File: src/sv/amc_pkg.sv
// ----------------------------------------------------------------------------
// amc_pkg: shared types and constants for the address multiplexer controls
// Address windows, control location indexes, reset values and the structs
// passed between the decoder, the state block and the top level.
// ----------------------------------------------------------------------------
package amc_pkg;

  localparam int unsigned AddrW = 16;
  localparam int unsigned DataW = 8;
  localparam int unsigned CountW = 32;

  localparam logic [AddrW-1:0] VECTOR_BASE = 16'hFFF0;
  localparam logic [AddrW-1:0] CTRL_BASE   = 16'hFFC0;
  localparam logic [AddrW-1:0] CTRL_LAST   = 16'hFFDF;
  localparam logic [AddrW-1:0] ROM_MASK    = 16'hBFFF;

  // Control location index = low five address bits
  localparam logic [4:0] REG_MODE_FIRST   = 5'h00;
  localparam logic [4:0] REG_MODE_LAST    = 5'h05;
  localparam logic [4:0] REG_OFFSET_FIRST = 5'h06;
  localparam logic [4:0] REG_OFFSET_LAST  = 5'h13;
  localparam logic [4:0] REG_PAGE0        = 5'h14;
  localparam logic [4:0] REG_PAGE1        = 5'h15;
  localparam logic [4:0] REG_RATE_FIRST   = 5'h16;
  localparam logic [4:0] REG_RATE_LAST    = 5'h19;
  localparam logic [4:0] REG_ROM_MAP      = 5'h1E;
  localparam logic [4:0] REG_RAM_MAP      = 5'h1F;

  // Bit index of the first location pair of each field
  localparam logic [3:0] OFFSET_BIT0 = 4'd3;
  localparam logic [3:0] RATE_BIT0   = 4'd11;

  localparam logic [2:0] MODE_RST   = 3'd0;
  localparam logic [6:0] OFFSET_RST = 7'd2;
  localparam logic [1:0] RATE_RST   = 2'd0;

  // All-RAM selection counter increment
  localparam logic [CountW-1:0] COUNT_STEP = 32'd1;

  localparam logic REQ_WRITE = 1'b1;

  typedef struct packed {
    logic       hit;
    logic       redirect;
    logic       echo;       // write to a control location
    logic       mode_we;
    logic       offset_we;
    logic       rate_we;
    logic       page_clr;
    logic       page_set;
    logic       rom_sel;
    logic       ram_sel;
    logic       set_val;    // odd address sets, even clears
    logic [2:0] bit_idx;    // bit within the addressed field
  } amc_ctl_t;

  typedef struct packed {
    logic [2:0]        mode;
    logic [6:0]        offset;
    logic [1:0]        rate;
    logic              rom_map;
    logic              page;
    logic              remap;
    logic [CountW-1:0] ram_count;
  } amc_state_t;

endpackage

File: src/sv/amc_decode.sv
// ----------------------------------------------------------------------------
// amc_decode: bus access decoder
// Classifies one access and turns a control location write into a set of
// update strobes with the targeted bit.
// ----------------------------------------------------------------------------
module amc_decode (
  input  logic                        req_type_i,
  input  logic [amc_pkg::AddrW-1:0]   address_i,
  output amc_pkg::amc_ctl_t           ctl_o
);

  logic [4:0] reg_idx;
  logic [3:0] pair_idx;
  logic [3:0] offset_pos;
  logic [3:0] rate_pos;
  logic       in_ctrl;

  assign reg_idx    = address_i[4:0];
  assign pair_idx   = reg_idx[4:1];
  assign offset_pos = pair_idx - amc_pkg::OFFSET_BIT0;
  assign rate_pos   = pair_idx - amc_pkg::RATE_BIT0;
  assign in_ctrl    = (address_i >= amc_pkg::CTRL_BASE) && (address_i <= amc_pkg::CTRL_LAST);

  always_comb begin
    ctl_o          = '0;
    ctl_o.set_val  = reg_idx[0];
    if (address_i >= amc_pkg::VECTOR_BASE) begin
      ctl_o.hit      = 1'b1;
      ctl_o.redirect = 1'b1;
    end else if (in_ctrl) begin
      ctl_o.hit = 1'b1;
      if (req_type_i == amc_pkg::REQ_WRITE) begin
        ctl_o.echo = 1'b1;
        case (reg_idx) inside
          [amc_pkg::REG_MODE_FIRST:amc_pkg::REG_MODE_LAST]: begin
            ctl_o.mode_we = 1'b1;
            ctl_o.bit_idx = {1'b0, reg_idx[2:1]};
          end
          [amc_pkg::REG_OFFSET_FIRST:amc_pkg::REG_OFFSET_LAST]: begin
            ctl_o.offset_we = 1'b1;
            ctl_o.bit_idx   = offset_pos[2:0];
          end
          amc_pkg::REG_PAGE0: ctl_o.page_clr = 1'b1;
          amc_pkg::REG_PAGE1: ctl_o.page_set = 1'b1;
          [amc_pkg::REG_RATE_FIRST:amc_pkg::REG_RATE_LAST]: begin
            ctl_o.rate_we = 1'b1;
            ctl_o.bit_idx = rate_pos[2:0];
          end
          amc_pkg::REG_ROM_MAP: ctl_o.rom_sel = 1'b1;
          amc_pkg::REG_RAM_MAP: ctl_o.ram_sel = 1'b1;
          default: ;  // memory size locations: no state change
        endcase
      end
    end
  end

endmodule

File: src/sv/amc_state.sv
// ----------------------------------------------------------------------------
// amc_state: control state registers
// Applies decoded update strobes to the mode, offset, rate, map and page
// bits and the all-RAM selection counter; exposes the post-update value.
// ----------------------------------------------------------------------------
module amc_state (
  input  logic                clk_i,
  input  logic                rst_ni,
  input  logic                en_i,
  input  amc_pkg::amc_ctl_t   ctl_i,
  output amc_pkg::amc_state_t state_d_o
);

  amc_pkg::amc_state_t state_q;
  amc_pkg::amc_state_t state_d;

  always_comb begin
    state_d = state_q;
    if (ctl_i.mode_we) begin
      state_d.mode[ctl_i.bit_idx[1:0]] = ctl_i.set_val;
    end
    if (ctl_i.offset_we) begin
      state_d.offset[ctl_i.bit_idx] = ctl_i.set_val;
    end
    if (ctl_i.rate_we) begin
      state_d.rate[ctl_i.bit_idx[0]] = ctl_i.set_val;
    end
    if (ctl_i.page_clr) begin
      state_d.page  = 1'b0;
      state_d.remap = 1'b0;
    end
    if (ctl_i.page_set) begin
      state_d.page  = 1'b1;
      state_d.remap = state_q.rom_map;
    end
    if (ctl_i.rom_sel) begin
      state_d.rom_map = 1'b1;
      state_d.remap   = state_q.page;
    end
    if (ctl_i.ram_sel) begin
      state_d.rom_map   = 1'b0;
      state_d.remap     = 1'b0;
      state_d.ram_count = state_q.ram_count + amc_pkg::COUNT_STEP;
    end
  end

  always_ff @(posedge clk_i or negedge rst_ni) begin
    if (!rst_ni) begin
      state_q.mode      <= amc_pkg::MODE_RST;
      state_q.offset    <= amc_pkg::OFFSET_RST;
      state_q.rate      <= amc_pkg::RATE_RST;
      state_q.rom_map   <= 1'b1;
      state_q.page      <= 1'b0;
      state_q.remap     <= 1'b0;
      state_q.ram_count <= '0;
    end else if (en_i) begin
      state_q <= state_d;
    end
  end

  assign state_d_o = state_d;

endmodule

File: src/sv/address_multiplexer_control_regs_unit.sv
// ----------------------------------------------------------------------------
// address_multiplexer_control_regs_unit: address multiplexer control registers
// Decodes CPU bus accesses against the write-only control locations and the
// vector area, updates the control bits and reports one result per access.
// ----------------------------------------------------------------------------
// Usage:
//   Input channel (in_valid_i/in_ready_o) carries one bus access per beat:
//   req_type_i, address_i, write_data_i. Output channel (out_valid_o/
//   out_ready_i) returns exactly one result beat per input beat, in order,
//   with the decode, the echoed write byte and the control state after it.
//   Path: an accepted beat passes the input register, then decode/update
//   into the result register.
//   Throughput: one beat per cycle while unstalled (single decode-and-update).
//   Stall: when out_ready_i is low the result register holds, the input
//   register fills, and in_ready_o drops until the result is taken; state
//   updates only when a beat moves into the result register.
//   Reset: rst_ni (async, active low) empties both stages and restores
//   mode 0, offset 2, rate 0, ROM map, page 0, no remap, count 0.
// ----------------------------------------------------------------------------
module address_multiplexer_control_regs_unit (
  input  logic                         clk_i,
  input  logic                         rst_ni,
  input  logic                         in_valid_i,
  output logic                         in_ready_o,
  input  logic                         req_type_i,
  input  logic [amc_pkg::AddrW-1:0]    address_i,
  input  logic [amc_pkg::DataW-1:0]    write_data_i,
  output logic                         out_valid_o,
  input  logic                         out_ready_i,
  output logic                         hit_o,
  output logic                         rom_redirect_o,
  output logic [amc_pkg::AddrW-1:0]    rom_address_o,
  output logic [amc_pkg::DataW-1:0]    read_value_o,
  output logic [2:0]                   video_mode_o,
  output logic [6:0]                   display_offset_o,
  output logic [1:0]                   cpu_rate_o,
  output logic                         rom_mapped_o,
  output logic                         page_select_o,
  output logic                         upper_to_lower_o,
  output logic [amc_pkg::CountW-1:0]   all_ram_count_o
);

  // Input stage
  logic                       in_valid_q;
  logic                       req_type_q;
  logic [amc_pkg::AddrW-1:0]  address_q;
  logic [amc_pkg::DataW-1:0]  write_data_q;

  // Result stage
  logic                       out_valid_q;
  logic                       hit_q;
  logic                       redirect_q;
  logic [amc_pkg::AddrW-1:0]  rom_address_q;
  logic [amc_pkg::DataW-1:0]  read_value_q;
  amc_pkg::amc_state_t        state_out_q;

  amc_pkg::amc_ctl_t          ctl;
  amc_pkg::amc_state_t        state_d;
  logic                       advance;
  logic                       in_fire;

  // Beat moves from input stage to result stage when the result slot is
  // free or being drained this cycle.
  assign advance    = in_valid_q && (!out_valid_q || out_ready_i);
  assign in_ready_o = !in_valid_q || advance;
  assign in_fire    = in_valid_i && in_ready_o;

  always_ff @(posedge clk_i or negedge rst_ni) begin
    if (!rst_ni) begin
      in_valid_q <= 1'b0;
    end else if (in_ready_o) begin
      in_valid_q <= in_valid_i;
    end
  end

  always_ff @(posedge clk_i) begin
    if (in_fire) begin
      req_type_q   <= req_type_i;
      address_q    <= address_i;
      write_data_q <= write_data_i;
    end
  end

  amc_decode u_decode (
    .req_type_i (req_type_q),
    .address_i  (address_q),
    .ctl_o      (ctl)
  );

  // Control bits commit only on the advancing beat
  amc_state u_state (
    .clk_i     (clk_i),
    .rst_ni    (rst_ni),
    .en_i      (advance),
    .ctl_i     (ctl),
    .state_d_o (state_d)
  );

  always_ff @(posedge clk_i or negedge rst_ni) begin
    if (!rst_ni) begin
      out_valid_q <= 1'b0;
    end else if (advance) begin
      out_valid_q <= 1'b1;
    end else if (out_ready_i) begin
      out_valid_q <= 1'b0;
    end
  end

  always_ff @(posedge clk_i) begin
    if (advance) begin
      hit_q         <= ctl.hit;
      redirect_q    <= ctl.redirect;
      rom_address_q <= ctl.redirect ? (address_q & amc_pkg::ROM_MASK) : '0;
      read_value_q  <= ctl.echo ? write_data_q : '0;
      state_out_q   <= state_d;
    end
  end

  assign out_valid_o      = out_valid_q;
  assign hit_o            = hit_q;
  assign rom_redirect_o   = redirect_q;
  assign rom_address_o    = rom_address_q;
  assign read_value_o     = read_value_q;
  assign video_mode_o     = state_out_q.mode;
  assign display_offset_o = state_out_q.offset;
  assign cpu_rate_o       = state_out_q.rate;
  assign rom_mapped_o     = state_out_q.rom_map;
  assign page_select_o    = state_out_q.page;
  assign upper_to_lower_o = state_out_q.remap;
  assign all_ram_count_o  = state_out_q.ram_count;

endmodule

File: config.mk
export PLATFORM = sky130hd
export DESIGN_NAME = address_multiplexer_control_regs_unit
export DESIGN_NICKNAME = d
export VERILOG_FILES = /design/src/sv/amc_pkg.sv /design/src/sv/amc_decode.sv /design/src/sv/amc_state.sv /design/src/sv/address_multiplexer_control_regs_unit.sv
export SDC_FILE = /design/constraint.sdc
export NUM_CORES = 1
export LEC_CHECK = 0
export ABC_AREA = 1
export BUFFER_PORTS_ARGS = -buffer_cell sky130_fd_sc_hd__clkbuf_2
export CAP_MARGIN = 15
export CORE_UTILIZATION = 61
export DETAILED_ROUTE_END_ITERATION = 12
export HOLD_SLACK_MARGIN = 0.05
export PLACE_DENSITY = 0.88
export SETUP_SLACK_MARGIN = 0.15
export SYNTH_ARGS = -nofsm -noshare
export SYNTH_HDL_FRONTEND = slang
export SYNTH_SLANG_ARGS = --single-unit
File: constraint.sdc
create_clock -name clk_i -period 4.9 [get_ports clk_i]
set_clock_uncertainty 0.05 [all_clocks]
set_input_delay 0.98 -clock clk_i [delete_from_list [all_inputs] [get_ports clk_i]]
set_output_delay 0.98 -clock clk_i [all_outputs]
set_load 0.01 [all_outputs]
Word-level counts from Yosys, hierarchy flattened
Cells that the tools add are included.
- bits in registers: 147
- latch bits: 0
- RAM bits: 0
- bits in read-only memories: 0
- input port bits: 29
- output and inout port bits: 75
- logic and storage cells: 121
- memories kept: 0
- add/subtract/negate cells: 3
- multiply operators: 0
- div/mod/pow operators: 0
- order comparisons: 15
- eq/ne operators: 4
- shifts and indexed selects: 0
- muxes and demuxes: 61
- bitwise logic cells: 0
- reductions and logical operators: 14
- operators with widths (kind ; count):
    1-bit 2-to-1 mux ; 38
    33-bit 2-to-1 mux ; 1
    32-bit by 1-bit adder with 32-bit output (second input constant) ; 1
    16-bit greater-or-equal comparator (second input constant) ; 2
    3-bit 2-to-1 mux ; 9
    8-bit 2-to-1 mux ; 3
    5-bit equality test (second input constant) ; 4
    16-bit less-or-equal comparator (second input constant) ; 1
    5-bit less-or-equal comparator (second input constant) ; 2
    1-bit logical AND ; 9
    7-bit bitwise mux ; 1
    7-bit 2-to-1 mux ; 1
    2-bit 2-to-1 mux ; 3
    3-bit by 2-bit subtractor with 3-bit output (second input constant) ; 2
    5-bit by 1-bit greater-or-equal comparator with 1-bit output (second input constant) ; 1
    5-bit by 3-bit greater-or-equal comparator with 1-bit output (second input constant) ; 1
    5-bit greater-or-equal comparator (second input constant) ; 1
    5-bit by 3-bit less-or-equal comparator with 1-bit output (second input constant) ; 1
    3-bit by 4-bit less-than comparator with 1-bit output (second input constant) ; 1
    3-bit bitwise mux ; 1
    1-bit demux with 3-bit select ; 1
    3-bit by 1-bit greater-or-equal comparator with 1-bit output (second input constant) ; 1
    2-bit by 3-bit less-than comparator with 1-bit output (second input constant) ; 1
    2-bit bitwise mux ; 1
    other kinds (8) ; 10

Longest topological paths before layout
- depth in word-level cells: 16
- depth in mapped cells: 15
- gate-level depth less buffers: 14

Hierarchy
From an unflattened synthesis, not the netlist that was laid out.
- cell total of the unflattened synthesis: 681
- area, all modules: 6775.2 um2
- modules (own cells, without submodules) (module ; instances ; cells an instance ; area each (um2) ; seq. area each (um2)):
    address_multiplexer_control_regs_unit ; 1 ; 159 ; 3203.1 ; 2962.8
    amc_state ; 1 ; 451 ; 3133.0 ; 1178.6
    amc_decode ; 1 ; 71 ; 439.2 ; 0.0

Worst setup path after synthesis
Ideal clock, no wire load.
- path type: input -> register
- start point: input out_ready_i
- end point: register state_out_q (netlist bit all_ram_count_o[0]), enable pin
- setup time: 0.464 ns
- data arrival time: 3.517 ns
- data required time: 4.386 ns
- path slack: 0.868 ns
- stages on the path: 5
- path through: inv_1 -> nand2_1 -> nand2_1 -> clkinv_1 -> clkbuf_1
- word-level cells in the longest chain between the ends: 2
- RTL lines (what ; line ; RTL):
    from (decl) ; address_multiplexer_control_regs_unit.sv:29 ; input logic out_ready_i,
    1-bit logical OR ; address_multiplexer_control_regs_unit.sv:64 ; assign advance = in_valid_q && (!out_valid_q || out_ready_i);
    1-bit logical AND ; address_multiplexer_control_regs_unit.sv:64 ;
    named net advance ; address_multiplexer_control_regs_unit.sv:59 ; logic advance;
    to (signal assigned) ; address_multiplexer_control_regs_unit.sv:115 ; state_out_q <= state_d;
    to (decl) ; address_multiplexer_control_regs_unit.sv:55 ; amc_pkg::amc_state_t state_out_q;
The timed path passes the listed nets, and every way through them passes these cells.
A chain may end at the register's enable or synchronous reset.

==> flow_summary.ini <==
[yosys]
ys_ff_latch = 146
synthFlopType = edfxtp_1
syn_avg_cell_area_um2 = 9.49
synth_area_um2 = 6860
synth_nets = 758
synth_edf_count = 97
ys_warn_count = 0
seq_area_frac_synth = 0.604
synth_cells = 723
synth.distinct_cells = 39
async_flop_share = 0.336

[final_layout]
area_growth_pct = 17.4
drive_above_1_share = 0.198
final_cell_count_no_fill = 980
nets = 862
final_cell_area_um2 = 8050
nFillCells = 707
antenna_cells = 0
post-route-util = 0.740

[clock_tree]
ctsHoldBuffers = 0
h-tree-depth = 4
cts_made_buffers = 17
cts-root-buf = clkbuf_8
cts_tree = done
clk_latency_ns = 0.54
cts_resized = 0
cts_setup_buffers = 0
cts_sinks = 146
path_clk_slew_ns = 0.06
clockBufferDepth = 2

[critical_path]
cp-start-kind = register
cp_max_fo = 15
path_cells = inv_2, ha_1, nand2_1, nand2_1, nand3_1, nand2_2, nand4_1, nor2_2, o21ai_0
cp_slowest_stage_delay_ns = 0.62
end_kind = register
crit_slowest_cell = nor2_2
critPathKind = register to register
worst_ep_arrival_time_ns = 3.10
required_ns = 5.09
cp_common_cell = nand2_1

[die]
io-pin-count = 104
rows = 38
die-area_um2 = 11700
initial_core_util = 0.630
core_um2 = 10900
die_h_um = 108
die-width_um = 108

[routing]
first_pass_iters = 6
drt-initial-drc-count = 590
drc = 0
routedWlPerCell_um = 15.9
routed_wl_um = 15600
routed_via_density = 5.60
vias = 5486
ant_nets = 0

[timing]
final-max-slew-violation-count = 0
relSlewSlack = 0.311
tightest_slew_ns = 1.03
fin_crit_sh = 0.594
period_minus_slack_ns = 2.91
hold_violations = 0
whs_ns = 0.420
fin_ws_ns = 1.99
rsz0062_at_grt = no
tns_ns = 0
fmax_mhz = 344
setup_violations = 0

[status]
status = complete, no violations

[place]
hpwl_um = 10300
place_inst = 948
port_buffers = 102
place_area_um2 = 7490
place_ws_ns = 2.06
gp_congestion = 0.945

[run]
cap_violations = 0

[global_route]
grt_max_degree = 75
grt_usage = 0.285
antenna_found_initial = 0
grt_pass1_wl_um = 25200
grt-ovfl-total = 0
grt_pass1_vias = 5325

[pwr]
pwr_density_cell_nw_per_um2 = 409
peakVddDrop_v = 0.000293
finalPower_mw = 3.30
p_leak_nw = 3.70

[hold_path]
hold_path.class = register to register
## layer usage
| metal | wire length, µm | vias up | track usage |
|---|---|---|---|
| met4 | 437 | 0 | 0.120 |
| met3 | 1340 | 47 | 0.0639 |
| met1 | 6130 | 2533 | 0.364 |
| li1 | - | 2567 | - |
| met2 | 7660 | 339 | 0.470 |
| met5 | 0 | - | 0 |
## sequential cells by signal (all words and copies together), names as in the netlist, 2 cells and up
register and flops:
rom_address_o 15, address_q 16, all_ram_count_o 32, write_data_q 8, read_value_o 8, display_offset_o 7, cpu_rate_o 2, u_state.state_q 47
video_mode_o 3
## logic make-up (layout without fill, tap and decap cells)
family                   after synthesis  count (layout)  synth area share
XOR/XNOR                              31              31            0.0440
flip-flops                           146             146             0.604
buffers and inverters                 97             214            0.0562
AO/OA/AOI/OAI                         41              41            0.0321
adder cells (fa/ha/maj)                6               6            0.0109
AND/OR/NAND/NOR                      401             401             0.252
other                                  1               1          0.000547
## layout by cell type (no fill, tap or decap), drive strengths merged, types with 2 or more instances in the layout
cell type	instances
buf	4
o21ai	34
xnor2	13
nor3	19
clkinvlp	2
nor2	77
dfrtp	47
nand3	49
and2	3
xor2	18
a21oi	6
clkbuf	119
edfxtp	97
ha	6
dfstp	2
clkinv	5
nand2	232
inv	83
nand4	17
## final timing paths
path	start	endpoint	slack, ns	depth (start not counted)
hold / removal	u_state.state_q[38]	u_state.state_q[38]	0.42	2
setup / recovery	address_q[1]	all_ram_count_o[17]	1.99	9
max in group asynchronous	rst_ni	u_state.state_q[31]	3.85	2
setup reg to reg	address_q[1]	all_ram_count_o[17]	1.99	9
hold reg to reg	u_state.state_q[38]	u_state.state_q[38]	0.42	2
min in group asynchronous	rst_ni	u_state.state_q[19]	0.51	2
## layout make-up
class                      instances  area [µm²]  share of cell area
clock buffer                      17         414              0.0514
clock inverter                    15         149              0.0185
inverter                          76         288              0.0357
multi-input combinational        480        2330               0.290
sequential                       146        4140               0.514
tap                              140         175              0.0218
timing repair buffer             106         553              0.0687
## cell usage after synthesis, types with 2 or more instances
| cell type | number | area [µm²] |
|---|---|---|
| nor2_1 | 70 | 263 |
| clkbuf_1 | 14 | 52.6 |
| buf_2 | 2 | 10.0 |
| inv_1 | 70 | 263 |
| dfrtp_1 | 47 | 1180 |
| dfstp_2 | 2 | 52.6 |
| o21ai_0 | 25 | 125 |
| nor3_1 | 17 | 85.1 |
| nand2_1 | 228 | 856 |
| nand2_2 | 3 | 18.8 |
| nand4_1 | 17 | 106 |
| nor2_2 | 6 | 37.5 |
| buf_4 | 3 | 22.5 |
| a21oi_1 | 6 | 30.0 |
| xnor2_1 | 9 | 78.8 |
| nand3_1 | 47 | 235 |
| xnor2_2 | 4 | 65.1 |
| o21ai_1 | 8 | 40.0 |
| xor2_1 | 18 | 158 |
| edfxtp_1 | 97 | 2910 |
| ha_1 | 6 | 75.1 |
| and2_1 | 3 | 18.8 |
| inv_2 | 5 | 18.8 |
## worst max-delay path: cells and delay by family, from the launching register on
kind / cells / cell delay [ns]
adder cells (fa/ha/maj): 1 / 0.19
AO/OA/AOI/OAI: 1 / 0.20
buffers and inverters: 1 / 0.26
flip-flops: 1 / 0.54
AND/OR/NAND/NOR: 6 / 1.38
## power by group
part	switching (mW)	total, mW	internal (mW)
clock network	0.547	1.24	0.689
registers	0.0787	1.60	1.52
logic	0.321	0.459	0.139
total	0.946	3.30	2.35
Note: power is estimated with default switching activity, not from simulation.
